--- src/rtl/rfd_pkg.sv ---
package rfd_pkg;

    localparam int HEADER_LEN = 9;
    localparam int HDR_IDX_W = $clog2(HEADER_LEN);
    localparam int DEF_QUEUE_DEPTH = 2;

    localparam logic [8:0] HDR_COUNT = 9'(HEADER_LEN);
    localparam logic [8:0] COUNT_MAX = 9'd511;
    localparam logic [7:0] CRC_POLY = 8'h07;

    typedef enum logic [0:0] {
        REG_NET_ID        = 1'b0,
        REG_PROTO_VERSION = 1'b1
    } reg_idx_t;

    typedef enum logic [0:0] {
        KIND_PAYLOAD = 1'b0,
        KIND_STATUS  = 1'b1
    } kind_t;

    typedef enum logic [2:0] {
        ST_OK      = 3'd0,
        ST_SHORT   = 3'd1,
        ST_VERSION = 3'd2,
        ST_NETWORK = 3'd3,
        ST_LENGTH  = 3'd4,
        ST_CRC     = 3'd5
    } status_t;

    typedef struct packed {
        kind_t       result_kind;
        logic [7:0]  payload_byte;
        status_t     status;
        logic [3:0]  frame_flags;
        logic [7:0]  msg_type;
        logic [7:0]  building;
        logic [15:0] room;
        logic [7:0]  unit_number;
        logic [7:0]  transaction;
        logic [7:0]  payload_len;
    } result_t;

    // CRC-8, MSB first, one byte per call
    function automatic logic [7:0] crc8_byte(input logic [7:0] crc, input logic [7:0] data);
        logic [7:0] c;
        c = crc ^ data;
        for (int i = 0; i < 8; i++)
        begin
            c = c[7] ? ((c << 1) ^ CRC_POLY) : (c << 1);
        end
        return c;
    endfunction

endpackage

--- src/rtl/radio_frame_deframer_crc8_top.sv ---
// channel   | handshake            | payload
// ----------+----------------------+------------------------------------------
// s_*       | s_tvalid / s_tready  | s_tdata: rx_byte; s_tlast: end_of_frame
// m_*       | m_tvalid / m_tready  | m_tuser: result_kind; m_tdata: see port
// cfg_*     | cfg_we               | cfg_addr: 0 net_id, 1 proto_version
//
// One item per cycle while the result queue is not full; the CRC-8 is updated a byte at a time.
// A result passes through the result queue and then the output register on its way to m_*.
// Reset clears frame state, queue and output stage; header bytes hold no reset.
// s_tready drops only while the result queue is full; items that give no
// result still wait for a free queue slot.
module radio_frame_deframer_crc8_top
    import rfd_pkg::*;
#(
    parameter int QUEUE_DEPTH = DEF_QUEUE_DEPTH
)
(
    input  logic        clk,
    input  logic        rst_n,
    input  logic        cfg_we,
    input  logic [0:0]  cfg_addr,
    input  logic [7:0]  cfg_data,
    input  logic        s_tvalid,
    output logic        s_tready,
    input  logic [7:0]  s_tdata,   // [7:0] rx_byte
    input  logic        s_tlast,
    output logic        m_tvalid,
    input  logic        m_tready,
    // [7:0] payload_byte, [10:8] status, [14:11] frame_flags, [22:15] msg_type,
    // [30:23] building, [46:31] room, [54:47] unit_number, [62:55] transaction,
    // [70:63] payload_len, [71] zero
    output logic [71:0] m_tdata,
    output logic [0:0]  m_tuser    // [0] result_kind
);

    logic    push;
    result_t entry;
    logic    q_full;
    logic    q_pop;
    logic    q_valid;
    result_t q_data;
    result_t out_data;

    rfd_front u_front (
        .clk      (clk),
        .rst_n    (rst_n),
        .cfg_we   (cfg_we),
        .cfg_addr (cfg_addr),
        .cfg_data (cfg_data),
        .in_valid (s_tvalid),
        .in_byte  (s_tdata),
        .in_last  (s_tlast),
        .in_ready (s_tready),
        .q_full   (q_full),
        .push     (push),
        .entry    (entry)
    );

    rfd_queue #(
        .DEPTH (QUEUE_DEPTH)
    ) u_queue (
        .clk       (clk),
        .rst_n     (rst_n),
        .push      (push),
        .push_data (entry),
        .full      (q_full),
        .pop       (q_pop),
        .q_valid   (q_valid),
        .q_data    (q_data)
    );

    rfd_back u_back (
        .clk       (clk),
        .rst_n     (rst_n),
        .q_valid   (q_valid),
        .q_data    (q_data),
        .q_pop     (q_pop),
        .out_valid (m_tvalid),
        .out_ready (m_tready),
        .out_data  (out_data)
    );

    assign m_tuser = out_data.result_kind;
    assign m_tdata = {1'b0, out_data.payload_len, out_data.transaction, out_data.unit_number,
                      out_data.room, out_data.building, out_data.msg_type,
                      out_data.frame_flags, out_data.status, out_data.payload_byte};

endmodule

--- src/rtl/rfd_front.sv ---
module rfd_front
    import rfd_pkg::*;
(
    input  logic       clk,
    input  logic       rst_n,
    input  logic       cfg_we,
    input  logic [0:0] cfg_addr,
    input  logic [7:0] cfg_data,
    input  logic       in_valid,
    input  logic [7:0] in_byte,
    input  logic       in_last,
    output logic       in_ready,
    input  logic       q_full,
    output logic       push,
    output result_t    entry
);

    logic [7:0] net_id_reg;
    logic [3:0] proto_reg;
    logic [8:0] count_reg, count_next;
    logic [7:0] crc_reg, crc_next;
    logic       ver_bad_reg, ver_bad_next;
    logic       net_bad_reg, net_bad_next;
    logic [7:0] hdr_reg [HEADER_LEN];
    logic       hdr_we;
    logic       accept;
    logic [8:0] expected_count;

    assign in_ready = !q_full;
    assign accept = in_valid && in_ready;
    assign hdr_we = accept && !in_last && (count_reg < HDR_COUNT);
    assign expected_count = HDR_COUNT + {1'b0, hdr_reg[8]};

    always_ff @(posedge clk or negedge rst_n)
    begin
        if (!rst_n)
        begin
            net_id_reg <= '0;
            proto_reg  <= 4'd1;
        end
        else if (cfg_we)
        begin
            case (reg_idx_t'(cfg_addr))
                REG_NET_ID:        net_id_reg <= cfg_data;
                REG_PROTO_VERSION: proto_reg  <= cfg_data[3:0];
                default:           ;
            endcase
        end
    end

    always_ff @(posedge clk)
    begin
        if (hdr_we)
        begin
            hdr_reg[count_reg[HDR_IDX_W-1:0]] <= in_byte;
        end
    end

    always_comb
    begin
        count_next   = count_reg;
        crc_next     = crc_reg;
        ver_bad_next = ver_bad_reg;
        net_bad_next = net_bad_reg;
        push         = 1'b0;
        entry        = '0;
        if (accept)
        begin
            if (!in_last)
            begin
                if (count_reg == 9'd0)
                begin
                    ver_bad_next = (in_byte[7:4] != proto_reg);
                end
                if (count_reg == 9'd1)
                begin
                    net_bad_next = (in_byte != net_id_reg);
                end
                crc_next = crc8_byte(crc_reg, in_byte);
                if (count_reg != COUNT_MAX)
                begin
                    count_next = count_reg + 9'd1;
                end
                push = (count_reg >= HDR_COUNT);
                entry.result_kind  = KIND_PAYLOAD;
                entry.payload_byte = in_byte;
            end
            else
            begin
                push = 1'b1;
                entry.result_kind = KIND_STATUS;
                if (count_reg < HDR_COUNT)
                begin
                    entry.status = ST_SHORT;
                end
                else
                begin
                    if (ver_bad_reg)
                        entry.status = ST_VERSION;
                    else if (net_bad_reg)
                        entry.status = ST_NETWORK;
                    else if (count_reg != expected_count)
                        entry.status = ST_LENGTH;
                    else if (crc_reg != in_byte)
                        entry.status = ST_CRC;
                    else
                        entry.status = ST_OK;
                    entry.frame_flags = hdr_reg[0][3:0];
                    entry.msg_type    = hdr_reg[2];
                    entry.building    = hdr_reg[3];
                    entry.room        = {hdr_reg[4], hdr_reg[5]};
                    entry.unit_number = hdr_reg[6];
                    entry.transaction = hdr_reg[7];
                    entry.payload_len = hdr_reg[8];
                end
                count_next   = '0;
                crc_next     = '0;
                ver_bad_next = 1'b0;
                net_bad_next = 1'b0;
            end
        end
    end

    always_ff @(posedge clk or negedge rst_n)
    begin
        if (!rst_n)
        begin
            count_reg   <= '0;
            crc_reg     <= '0;
            ver_bad_reg <= 1'b0;
            net_bad_reg <= 1'b0;
        end
        else
        begin
            count_reg   <= count_next;
            crc_reg     <= crc_next;
            ver_bad_reg <= ver_bad_next;
            net_bad_reg <= net_bad_next;
        end
    end

endmodule

--- src/rtl/rfd_queue.sv ---
module rfd_queue
    import rfd_pkg::*;
#(
    parameter int DEPTH = DEF_QUEUE_DEPTH
)
(
    input  logic    clk,
    input  logic    rst_n,
    input  logic    push,
    input  result_t push_data,
    output logic    full,
    input  logic    pop,
    output logic    q_valid,
    output result_t q_data
);

    localparam int PW = $clog2(DEPTH);
    localparam int CW = $clog2(DEPTH + 1);

    result_t        mem_reg [DEPTH];
    logic [PW-1:0]  wr_ptr_reg, wr_ptr_next;
    logic [PW-1:0]  rd_ptr_reg, rd_ptr_next;
    logic [CW-1:0]  cnt_reg, cnt_next;
    logic           do_push;
    logic           do_pop;

    assign full    = (cnt_reg == CW'(DEPTH));
    assign q_valid = (cnt_reg != '0);
    assign q_data  = mem_reg[rd_ptr_reg];
    assign do_push = push && !full;
    assign do_pop  = pop && q_valid;

    always_comb
    begin
        wr_ptr_next = wr_ptr_reg;
        rd_ptr_next = rd_ptr_reg;
        cnt_next    = cnt_reg;
        if (do_push)
        begin
            wr_ptr_next = (wr_ptr_reg == PW'(DEPTH - 1)) ? '0 : wr_ptr_reg + 1'b1;
        end
        if (do_pop)
        begin
            rd_ptr_next = (rd_ptr_reg == PW'(DEPTH - 1)) ? '0 : rd_ptr_reg + 1'b1;
        end
        if (do_push && !do_pop)
            cnt_next = cnt_reg + 1'b1;
        else if (do_pop && !do_push)
            cnt_next = cnt_reg - 1'b1;
    end

    always_ff @(posedge clk)
    begin
        if (do_push)
        begin
            mem_reg[wr_ptr_reg] <= push_data;
        end
    end

    always_ff @(posedge clk or negedge rst_n)
    begin
        if (!rst_n)
        begin
            wr_ptr_reg <= '0;
            rd_ptr_reg <= '0;
            cnt_reg    <= '0;
        end
        else
        begin
            wr_ptr_reg <= wr_ptr_next;
            rd_ptr_reg <= rd_ptr_next;
            cnt_reg    <= cnt_next;
        end
    end

endmodule

--- src/rtl/rfd_back.sv ---
module rfd_back
    import rfd_pkg::*;
(
    input  logic    clk,
    input  logic    rst_n,
    input  logic    q_valid,
    input  result_t q_data,
    output logic    q_pop,
    output logic    out_valid,
    input  logic    out_ready,
    output result_t out_data
);

    logic    valid_reg, valid_next;
    result_t data_reg;

    assign q_pop     = q_valid && (!valid_reg || out_ready);
    assign out_valid = valid_reg;
    assign out_data  = data_reg;

    always_comb
    begin
        if (q_pop)
            valid_next = 1'b1;
        else if (out_ready)
            valid_next = 1'b0;
        else
            valid_next = valid_reg;
    end

    always_ff @(posedge clk)
    begin
        if (q_pop)
        begin
            data_reg <= q_data;
        end
    end

    always_ff @(posedge clk or negedge rst_n)
    begin
        if (!rst_n)
            valid_reg <= 1'b0;
        else
            valid_reg <= valid_next;
    end

endmodule

--- config.mk ---
export PLATFORM = sky130hd
export DESIGN_NAME = radio_frame_deframer_crc8_top
export DESIGN_NICKNAME = d
export VERILOG_FILES = /design/src/rtl/rfd_pkg.sv /design/src/rtl/radio_frame_deframer_crc8_top.sv /design/src/rtl/rfd_front.sv /design/src/rtl/rfd_queue.sv /design/src/rtl/rfd_back.sv
export SDC_FILE = /design/constraint.sdc
export NUM_CORES = 1
export LEC_CHECK = 0
export BUFFER_PORTS_ARGS = -buffer_cell sky130_fd_sc_hd__buf_2
export CORE_MARGIN = 1.5
export CORE_UTILIZATION = 63
export DETAILED_ROUTE_END_ITERATION = 6
export PLACE_DENSITY = 0.83
export RECOVER_POWER = 50
export SYNTH_ARGS = -nofsm -noshare
export SYNTH_HDL_FRONTEND = slang
export SYNTH_SLANG_ARGS = --single-unit
--- constraint.sdc ---
create_clock -name clk -period 8.49 [get_ports clk]
set_input_delay 1.698 -clock clk [delete_from_list [all_inputs] [get_ports clk]]
set_output_delay 1.698 -clock clk [all_outputs]
set_load 0.01 [all_outputs]
Word-level counts from Yosys, hierarchy flattened --
Memory sizes are Yosys's and may differ from the RTL's. A register that Yosys moved wholly into a read port is not among the register bits. Index checks and enable logic that the tools add are counted.
Operators by class: magnitude comparators 2, reductions and logical operators 26, $add $sub $neg 6, equal/unequal tests 7, bitwise operators 10, mux-type cells 37
Operator list (number):
- 72-bit two-way mux | 1
- 63-bit two-way mux | 1
- 60-bit two-way mux | 1
- 3-bit two-way mux | 13
- 3-bit NOT | 8
- 9-bit two-way mux | 2
- 8-bit two-way mux | 2
- 8-bit != test | 2
- 1-bit two-way mux | 15
- 2-bit nonzero test | 6
- 2-bit AND reduction | 5
- 4-bit by 8-bit adder with 9-bit output, first input constant | 1
- 9-bit by 1-bit adder with 9-bit output, second input constant | 1
- 9-bit by 1-bit == test with 1-bit output, second input constant | 1
- 9-bit by 4-bit greater-or-equal comparator with 1-bit output, second input constant | 1
- 9-bit logical NOT | 1
- 9-bit by 4-bit < comparator with 1-bit output, second input constant | 1
- 9-bit != test | 1
- 9-bit != test, second input constant | 1
- 1-bit logical AND | 8
- 8-bit bitwise XOR | 1
- 1-bit logical NOT | 5
- 2-bit two-way mux | 2
- 4-bit != test | 1
- 6 further kinds | 7
Storage, ports and cells: memory bits (writable) 216, flip-flop bits (word level) 36, memories 2, word-level logic and storage cells 100, output and inout port bits 75
Memories:
- u_queue.mem_reg | depth 2, bits a word 72, rd ports 1, clocked after memory_dff 1, wr ports 1, line rfd_queue.sv:20 | result_t mem_reg [DEPTH];
- u_front.hdr_reg | depth 9, bits a word 8, rd ports 8, clocked after memory_dff 0, wr ports 1, line rfd_front.sv:24 | logic [7:0] hdr_reg [HEADER_LEN];

Logic depth before layout (Yosys ltp) --
Gate-level depths: netlist of the first run.
depth after elaboration 18, mapped depth 10

Hierarchy --
From an unflattened synthesis of the first run, not the netlist that was laid out.
Second synthesis, totals: cell total of the unflattened synthesis 695, area total of the unflattened synthesis 12555.8 um^2
By module, submodules not included:
- rfd_queue | area an instance 5745.5 um^2, instances 1, cells each 243
- rfd_front | area an instance 4593.2 um^2, instances 1, cells each 374
- rfd_back | area an instance 2205.9 um^2, instances 1, cells each 76
- radio_frame_deframer_crc8_top | area an instance 11.3 um^2, instances 1, cells each 2

Worst setup path after synthesis of the first run --
No wires, ideal clock.
path type input-to-reg, start point in s_tvalid, end point mem u_queue.mem_reg[0][0] (netlist name), enable pin, library setup time 0.511 ns, path buffers 1, data required time 7.979 ns, arrival 5.350 ns, cell stages on the path 4, slack 2.629 ns, cell sequence nand2_1 > clkbuf_1 > a21oi_2 > nor2b_1
On the way: longest elaborated chain between the ends 5
RTL lines:
- start: declaration | line radio_frame_deframer_crc8_top.sv:23 | input logic s_tvalid,
- 1-bit logical AND | line rfd_front.sv:30 | assign accept = in_valid && in_ready;
- 1-bit two-way mux | line rfd_front.sv:67 | if (accept)
- 1-bit logical AND | line rfd_queue.sv:30 | assign do_push = push && !full;
- named net u_queue.do_push | line rfd_queue.sv:24 | logic do_push;
- 1-bit two-way mux | line rfd_queue.sv:54 | if (do_push)
- 1-bit two-way mux (not written as such) | line rfd_queue.sv:56 | mem_reg[wr_ptr_reg] <= push_data;
- end: declaration | line rfd_queue.sv:20
The timed path passes the listed nets, and every way through them passes these cells.

==> impl_metrics.tcl, run 1 <==
set metrics [dict create \
    fp-row-count 50 \
    clockRootBuffer "clkbuf_16" \
    rsz0062_at_grt "no" \
    grt_pass1_vias 6491 \
    largest_reg_flops 144 \
    cts_setup_buffers 0 \
    clock.fmax_mhz 230 \
    grt_pass1_wl_microns 34700 \
    tightestPinTransition_ns 4.18 \
    cts_inserted_buffers 30 \
    ir_worst_vdd_mv 0.208 \
    antenna_found_initial 0 \
    routedWlPerCell_microns 20.7 \
    num_antenna_cells 0 \
    initial_utilization 0.649 \
    dp_hpwl_microns 14100 \
    syn_avg_cell_area_sq_um 17.6 \
    die_h_microns 143 \
    critPathKind "primary input to flop" \
    rr_worst_depth 2 \
    violations "max-capacitance violations, max-slew violations" \
    synth_ff_type "edfxtp_1" \
    ys.warnings.count 0 \
    cts_tree "yes" \
    vias 6169 \
    maxSlewViolCount 138 \
    end_kind "flop" \
    path_clk_slew_ns 0.06 \
    dr.pass1.iters 5 \
    cp-start-kind "primary input" \
    leakage_uw 0.00486 \
    power.density_mw_per_mm2 345 \
    status "complete, but fails checks" \
    rrSetupSlack_ns 4.36 \
    place.gp.congestion 0.858 \
    synth_enable_flop_cells 276 \
    synth_cell_types 49 \
    cp_max_fo 35 \
    reg2reg_to "u_back.out_data[23]" \
    worstReg2RegStart "u_queue.rd_ptr_reg" \
    core_area_sq_mm 0.0190 \
    final_util 0.730 \
    final_nets 840 \
    dieArea_sq_mm 0.0204 \
    via_per_inst 5.65 \
    ys_seq_elements 312 \
    tns_ns 0 \
    slew_headroom -1.78 \
    cts_buffer_depth 3 \
    cts_hold_buffers 0 \
    portBuffers 96 \
    syn_inst 699 \
    whs_endpoint "u_back.out_valid" \
    grt_max_degree 74 \
    totalWireLength_microns 22500 \
    grt_usage 0.227 \
    cts_resized 0 \
    drc 0 \
    required_ns 8.85 \
    gr-total-overflow 0 \
    synthArstFlopShare 0.115 \
    synth_area_sq_mm 0.0123 \
    final_antenna_net_count 0 \
    hold_violations 0 \
    fin_skew_ns 0.0103 \
    maxCapViolCount 3 \
    fp.dieW_microns 143 \
    initialDrtViolationCount 497 \
    hold_path_class "flop to flop" \
    io_pins 98 \
    hold_start "u_back.out_valid" \
    synth_nets 732 \
    area_delta_synth_final_pct 12.5 \
    arrival_ns 4.71 \
    min_delay_path_depth 2 \
    min_period_ns 4.35 \
    post-route-period-util 0.512 \
    htree_levels 1 \
    insertion_delay_ns 0.53 \
    clkSinkCount 312 \
    layout-drive-gt1-share 0.230 \
    setup_viol_count_final 0 \
    yosysSeqAreaShare 0.747 \
]
cells in the final DEF, fill, tap and decap left out, types with 3 or more instances in the layout:
| cell | count |
|---|---|
| a21oi_1 | 11 |
| a22o_1 | 4 |
| and2_0 | 23 |
| and2_1 | 7 |
| and2_4 | 44 |
| buf_2 | 14 |
| buf_4 | 4 |
| bufinv_16 | 4 |
| clkbuf_1 | 90 |
| clkbuf_16 | 31 |
| clkinv_1 | 4 |
| clkinv_2 | 5 |
| clkinvlp_4 | 3 |
| dfrtp_1 | 34 |
| edfxtp_1 | 276 |
| ha_1 | 10 |
| inv_1 | 12 |
| mux2_1 | 10 |
| mux2_2 | 75 |
| mux2i_1 | 7 |
| nand2_1 | 20 |
| nand3_1 | 8 |
| nand4_1 | 5 |
| nor2_1 | 18 |
| nor2b_1 | 3 |
| nor3_1 | 7 |
| nor4_1 | 4 |
| o21ai_0 | 12 |
| o22ai_1 | 4 |
| or3_1 | 4 |
| xnor2_1 | 30 |
| xor2_1 | 20 |
area by class of cell:
| class | count | area (sq um) |
|---|---|---|
| repair buffers | 101 | 412 |
| fillers | 1135 | 5110 |
| well taps | 260 | 325 |
| inverters | 12 | 45.0 |
| clock buffers | 39 | 816 |
| clock inverters | 17 | 191 |
| multi-input cells | 350 | 2860 |
| flip-flops and latches | 312 | 9190 |
worst max-delay path: stages:
cell and delay [ns]:
clkbuf_1 0.48, nand3_1 0.41, nor2_1 1.32, buf_4 0.52, nand2_1 0.08, a21oi_1 0.19
cell families (layout without fill, tap and decap cells):
group                    Yosys count  in the layout  share of synthesized area
flip-flops                       312            312                      0.747
AND/OR/NAND/NOR                  155            155                     0.0849
multiplexers                      92             92                     0.0835
XOR/XNOR                          50             50                     0.0368
AO/OA/AOI/OAI                     42             42                     0.0216
buffers and inverters             37            169                     0.0163
adder cells (fa/ha/maj)           10             10                     0.0102
other                              1              1                   0.000305
where the power goes:
group	switching, uW	internal (uW)
registers	153	2170
clock network	539	798
logic	656	455
total	1350	3420
how the worst max path moves through the flow:
stage	start	end	slack (ns)
floorplan	s_tvalid	u_queue.mem_reg[0][0]	2.63
global placement	s_tvalid	u_queue.mem_reg[0][18]	4.19
detailed placement	s_tlast	u_front.hdr_reg[8][3]	4.04
CTS	s_tlast	u_front.hdr_reg[8][7]	4.58
global route	s_tlast	u_queue.mem_reg[1][62]	3.94
finish	s_tlast	u_queue.mem_reg[1][62]	4.14
synth_stat cells, drive strengths merged, types with 11 or more instances:
master,n,share of area
mux2,85,0.078
edfxtp,276,0.67
inv,12,0.0037
o21ai,12,0.0049
xor2,20,0.014
xnor2,30,0.023
nor2,18,0.0063
nand2,20,0.0061
a21oi,11,0.0048
and2,75,0.050
dfrtp,35,0.071
clkbuf,15,0.0046
layer usage:
metal	track usage	wire length, microns	up-vias
met3	0.0396	1490	70
met5	0	0	-
met2	0.395	11500	264
met1	0.279	8760	3034
met4	0.104	811	0
li1	-	-	2801
metrics by stage:
step                hold WS, ns  instance area, sq um  worst slack [ns]  cells  total power, uW
global route              0.547                 13800              3.94   1091             4970
detailed placement        0.515                 13000              4.04   1035             3490
global placement          0.496                 13000              4.19   1035             3430
CTS                       0.528                 14000              4.58   1091             4830
finish                    0.519                 13800              4.14   1091             4770
floorplan                 0.455                 12300              2.63    699             3120
Power figures use the tool's default switching activity.
==> inputs of run 2 (changes only) <==
--- a/config.mk
+++ b/config.mk
@@ -7,9 +7,9 @@
 export LEC_CHECK = 0
 export BUFFER_PORTS_ARGS = -buffer_cell sky130_fd_sc_hd__buf_2
 export CORE_MARGIN = 1.5
-export CORE_UTILIZATION = 63
+export CORE_UTILIZATION = 59
 export DETAILED_ROUTE_END_ITERATION = 6
-export PLACE_DENSITY = 0.83
+export PLACE_DENSITY = 0.79
 export RECOVER_POWER = 50
 export SYNTH_ARGS = -nofsm -noshare
 export SYNTH_HDL_FRONTEND = slang
==> constraint.sdc (replaced) <==
create_clock -name clk -period 4.2 [get_ports clk]
set_input_delay 0.84 -clock clk [delete_from_list [all_inputs] [get_ports clk]]
set_output_delay 0.84 -clock clk [all_outputs]
set_load 0.01 [all_outputs]
==> run 2 against run 1 <==
  * The flow still finishes with violations (max-capacitance violations, max-slew violations)
  * Final cell count up 0.92%
  * Largest power group unchanged
  * Sequential power up 100%
  * Critical path type is now flop to flop
  * Largest cell class unchanged
  * Non-clock buffer count up 3
  * Sequential share of layout area down 0.075 points
==> impl_metrics.tcl, run 2 (same netlist as run 1, synthesis figures left out) <==
set metrics [dict create \
    status "complete, but fails checks" \
    violations "max-capacitance violations, max-slew violations" \
    cts_resized 0 \
    clkSinkCount 312 \
    cts_setup_buffers 0 \
    fin_cells 1101 \
    largest_reg_flops 144 \
    cts_inserted_buffers 29 \
    ir_worst_vdd_mv 0.391 \
    maxCapViolCount 1 \
    nFillCells 1385 \
    arrival_ns 3.27 \
    leakage_uw 0.00488 \
    total_power_uw 9470 \
    hold_path_class "flop to flop" \
    setup_viol_count_final 0 \
    final_util 0.680 \
    worst-path-buf-inv 2 \
    fp.dieW_microns 147 \
    power.density_mw_per_mm2 684 \
    rsz0062_at_grt "no" \
    io_pins 98 \
    totalWireLength_microns 21300 \
    cts_buffer_depth 3 \
    layout.cells.most_common_list "edfxtp_1, clkbuf_1, mux2_2, and2_4, dfrtp_1" \
    final_nets 842 \
    routedWlPerCell_microns 19.4 \
    end_kind "flop" \
    critPathTopFamily "buffers and inverters" \
    dieArea_sq_mm 0.0217 \
    final_common_cell "edfxtp_1" \
    grt_usage 0.202 \
    p_switching_uw 2650 \
    grt_max_degree 73 \
    required_ns 4.35 \
    fp-row-count 52 \
    grt_pass1_wl_microns 33600 \
    tightestPinTransition_ns 1.98 \
    cts_tree "yes" \
    hold_violations 0 \
    insertion_delay_ns 0.53 \
    post-route-period-util 0.745 \
    switching_share 0.280 \
    initial_utilization 0.604 \
    slew_headroom -0.323 \
    area_delta_synth_final_pct 12.6 \
    combinationalPowerShare 0.224 \
    final_antenna_net_count 0 \
    timing.critical_path.from "u_back.out_valid" \
    layout-drive-gt1-share 0.243 \
    path_clk_slew_ns 0.07 \
    place.gp.congestion 0.846 \
    dr.pass1.iters 5 \
    grt_pass1_vias 6209 \
    via_per_inst 5.48 \
    clockRootBuffer "clkbuf_16" \
    clock.fmax_mhz 320 \
    cp_max_fo 41 \
    power_frac_seq 0.499 \
    core_area_sq_mm 0.0204 \
    cp-start-kind "flop" \
    num_antenna_cells 0 \
    maxSlewViolCount 37 \
    tns_ns 0 \
    htree_levels 1 \
    cpPeakStageDelay_ns 0.99 \
    power.share.clock 0.277 \
    worstReg2RegStart "u_back.out_valid" \
    drc 0 \
    die_h_microns 147 \
    fin_skew_ns 0.0132 \
    critical_path.cell_chain "nand2b_1 -> o21ai_0 -> inv_1 -> clkbuf_2" \
    hold_start "u_queue.cnt_reg[1]" \
    gr-total-overflow 0 \
    cts_hold_buffers 0 \
    cp_slowest_cell "inv_1" \
    vias 6037 \
    cell_internal_pwr_uw 6820 \
    min_period_ns 3.13 \
    portBuffers 96 \
    dp.cells 1048 \
    antenna_found_initial 0 \
    dp_hpwl_microns 13100 \
    initialDrtViolationCount 569 \
    critPathKind "flop to flop" \
]
run 2: changes by cell type in the layout (fill, tap and decap cells not counted), sizes merged:
| cell | before | now |
|---|---|---|
| clkinv | 10 | 12 |
| bufinv | 4 | 5 |
| clkbuf | 122 | 118 |
| buf | 18 | 19 |
run 2: path summary, 6_finish.rpt:
check                                   endpoint  slack (ns)  cells past startpoint
hold reg to reg               u_queue.cnt_reg[1]        0.52                      1
min in group asynchronous     u_front.crc_reg[3]        0.86                      1
max in group asynchronous  u_front.net_id_reg[7]        2.19                      1
hold / removal                u_queue.cnt_reg[1]        0.52                      1
setup reg to reg              u_back.out_data[9]        1.07                      4
setup / recovery              u_back.out_data[9]        1.07                      4
run 2: routing by layer:
metal	GRT usage	wire, microns	vias to the layer above
met5	0	0	-
met4	0.0665	650	0
met3	0.0336	1280	45
met2	0.333	10500	213
met1	0.277	8970	2968
li1	-	-	2811
run 2: area by class of cell:
| type | count | area (sq um) | area share |
|---|---|---|---|
| Clock buffer | 33 | 741 | 0.0535 |
| Inverter | 12 | 45.0 | 0.00325 |
| Multi-Input combinational cell | 350 | 2890 | 0.209 |
| Tap cell | 270 | 338 | 0.0244 |
| Clock inverter | 20 | 220 | 0.0159 |
| Sequential cell | 312 | 9190 | 0.663 |
| Timing Repair Buffer | 104 | 429 | 0.0310 |
run 2: power groups by stage:
stage / clock network (uW) / logic, uW / registers, uW
2_1_floorplan: 0 / 1470 / 4840
3_3_place_gp: 0 / 2210 / 4740
3_5_place_dp: 0 / 2270 / 4780
4_1_cts: 2660 / 2290 / 4720
5_1_grt: 2790 / 2320 / 4810
6_report: 2620 / 2120 / 4730
run 2: metrics by stage:
| step | setup slack (ns) | instance area, sq um | hold slack [ns] |
|---|---|---|---|
| floorplan | 0.568 | 12300 | 0.471 |
| global placement | 1.11 | 13100 | 0.495 |
| detailed placement | 1.10 | 13100 | 0.511 |
| CTS | 1.57 | 14000 | 0.416 |
| global route | 0.803 | 13900 | 0.523 |
| finish | 1.07 | 13900 | 0.522 |
run 2: worst register-to-register path, delay by kind of cell, from the launching register on:
kind,cells,cell delay [ns]
DFF,1,0.41
AOI/OAI and AO/OA,1,0.24
and+or+nand+nor,1,0.10
buffers and inverters,2,1.93
==> inputs of run 3 (changes only) <==
--- a/config.mk
+++ b/config.mk
@@ -7,9 +7,9 @@
 export LEC_CHECK = 0
 export BUFFER_PORTS_ARGS = -buffer_cell sky130_fd_sc_hd__buf_2
 export CORE_MARGIN = 1.5
-export CORE_UTILIZATION = 59
+export CORE_UTILIZATION = 54
 export DETAILED_ROUTE_END_ITERATION = 6
-export PLACE_DENSITY = 0.79
+export PLACE_DENSITY = 0.76
 export RECOVER_POWER = 50
 export SYNTH_ARGS = -nofsm -noshare
 export SYNTH_HDL_FRONTEND = slang
==> constraint.sdc (replaced) <==
create_clock -name clk -period 2.7 [get_ports clk]
set_input_delay 0.54 -clock clk [delete_from_list [all_inputs] [get_ports clk]]
set_output_delay 0.54 -clock clk [all_outputs]
set_load 0.01 [all_outputs]
==> run 3 against run 2 <==
  * The flow still finishes with violations (max-capacitance violations, max-slew violations)
  * Cell area increased by 1.2%
  * Sequential share of layout area decreased by 0.75 points
  * Utilization decreased by 5.7 points
  * Die area increased by 9.1%
  * Register-to-register slack got worse by 0.88 ns
  * Highest routed layer unchanged
==> impl_metrics.tcl, run 3 (same netlist as run 1, synthesis figures left out) <==
set metrics [dict create \
    cts_buffer_depth 3 \
    dr.pass1.iters 4 \
    grt_pass1_wl_microns 34000 \
    antenna_found_initial 0 \
    min_period_ns 2.51 \
    drc 0 \
    grt_use_met1 0.239 \
    slew_headroom -0.351 \
    arrival_ns 2.80 \
    clkSinkCount 312 \
    cp_slowest_cell "or4_1" \
    rsz0062_at_grt "no" \
    initialDrtViolationCount 463 \
    power.share.clock 0.271 \
    clockRootBuffer "clkbuf_16" \
    insertion_delay_ns 0.54 \
    dp_hpwl_microns 13500 \
    hold-worst-slack_ns 0.233 \
    post-route-period-util 0.930 \
    combinationalPowerShare 0.240 \
    status "complete, but fails checks" \
    hold_path_class "primary input to flop" \
    path_clk_slew_ns 0.06 \
    layout.cells.most_common_list "edfxtp_1, clkbuf_1, mux2_2, and2_4, dfrtp_1" \
    leakage_uw 0.00494 \
    cpPeakStageDelay_ns 0.59 \
    use_met2 0.325 \
    maxSlewViolCount 37 \
    switching_share 0.282 \
    largest_reg_flops 144 \
    required_ns 2.99 \
    setup_viol_count_final 0 \
    htree_levels 1 \
    totalWireLength_microns 21600 \
    power_frac_seq 0.489 \
    cts_setup_buffers 0 \
    critPathKind "flop to flop" \
    routedWlPerCell_microns 19.0 \
    final_antenna_net_count 0 \
    portBuffers 96 \
    maxCapViolCount 1 \
    cts_inserted_buffers 31 \
    die_h_microns 154 \
    num_antenna_cells 0 \
    cts_hold_buffers 0 \
    core_area_sq_mm 0.0225 \
    fp-row-count 55 \
    grt_usage 0.186 \
    power.density_mw_per_mm2 1050 \
    violations "max-capacitance violations, max-slew violations" \
    gr-max-usage-layer "met2" \
    dieArea_sq_mm 0.0237 \
    tightestPinTransition_ns 2.03 \
    grt_pass1_vias 6446 \
    p_switching_uw 4160 \
    critical_path.cell_chain "or4_1 -> nor3_1 -> clkbuf_1 -> nor2_4 -> buf_12 -> and2_4" \
    io_pins 98 \
    vias 6114 \
    gr-total-overflow 0 \
    ir_worst_vdd_mv 0.497 \
    tns_ns 0 \
    area_delta_synth_final_pct 13.9 \
    grt_max_degree 73 \
    end_kind "flop" \
    cts_resized 0 \
    cp-start-kind "flop" \
    cts_tree "yes" \
    initial_utilization 0.547 \
    layout-drive-gt1-share 0.250 \
    cp_max_fo 45 \
    hold_violations 0 \
    via_per_inst 5.36 \
    cell_internal_pwr_uw 10600 \
    use_met3 0.0296 \
    clock.fmax_mhz 398 \
    fp.dieW_microns 154 \
    final_nets 865 \
    place.gp.congestion 0.856 \
    final_common_cell "edfxtp_1" \
    total_power_uw 14800 \
    fin_skew_ns 0.0184 \
]
[run 3: cell count changes in the layout (fill, tap and decap cells not counted), moves of 2 or more]
cell,change
mux2_1,-3
clkbuf_8,+2
clkinv_1,-4
buf_12,+2
and2_0,-2
mux2_2,+3
clkbuf_2,-2
and2_4,+2
buf_4,+3
clkbuf_1,+23
bufinv_16,-3
clkbuf_16,+2
[run 3: stage by stage]
step / util / setup slack [ns] / std cells / area, sq um
2_1_floorplan: - / 0.0317 / 699 / 12300
4_1_cts: 0.632 / 0.247 / 1140 / 14200
3_5_place_dp: 0.590 / 0.153 / 1084 / 13300
6_report: 0.623 / 0.189 / 1140 / 14000
5_1_grt: 0.623 / 0.0566 / 1140 / 14000
3_3_place_gp: 0.590 / 0.240 / 1084 / 13300
[run 3: worst paths after layout]
| check | startpoint | end | slack, ns | cells past startpoint |
|---|---|---|---|---|
| min reg2reg | u_queue.rd_ptr_reg | u_queue.rd_ptr_reg | 0.48 | 1 |
| min | cfg_data[4] | u_front.net_id_reg[4] | 0.23 | 2 |
| min in group asynchronous | rst_n | u_front.crc_reg[5] | 0.58 | 1 |
| max reg2reg | u_front.count_reg[6] | u_queue.mem_reg[0][40] | 0.19 | 6 |
| max | u_front.count_reg[6] | u_queue.mem_reg[0][40] | 0.19 | 6 |
| max in group asynchronous | rst_n | u_queue.rd_ptr_reg | 0.81 | 1 |
[run 3: metal layers]
metal | routed length [microns] | vias up
li1 | - | 2864
met1 | 9250 | 3062
met2 | 11000 | 157
met3 | 1030 | 31
met4 | 407 | 0
met5 | 0 | -
[run 3: worst max-delay path: cells and delay by family, from the launching register on]
kind                   cells  cell delay [ns]
AND/OR/NAND/NOR            4             1.30
buffers and inverters      2             0.49
flip-flops                 1             0.44
[run 3: cell type report]
type                            count  area (sq um)
Sequential cell                   312          9190
Fill cell                        1647          8490
Multi-Input combinational cell    350          2910
Clock buffer                       43           841
Timing Repair Buffer              125           553
Tap cell                          285           357
Clock inverter                     13           116
Inverter                           12          45.0
[run 3: power groups by stage]
stage / Clock, uW / Combinational [uW] / Sequential (uW)
floorplan: 0 / 2290 / 7510
global placement: 0 / 3750 / 7250
detailed placement: 0 / 3830 / 7320
CTS: 4070 / 3860 / 7230
global route: 4290 / 3900 / 7350
finish: 4000 / 3550 / 7230
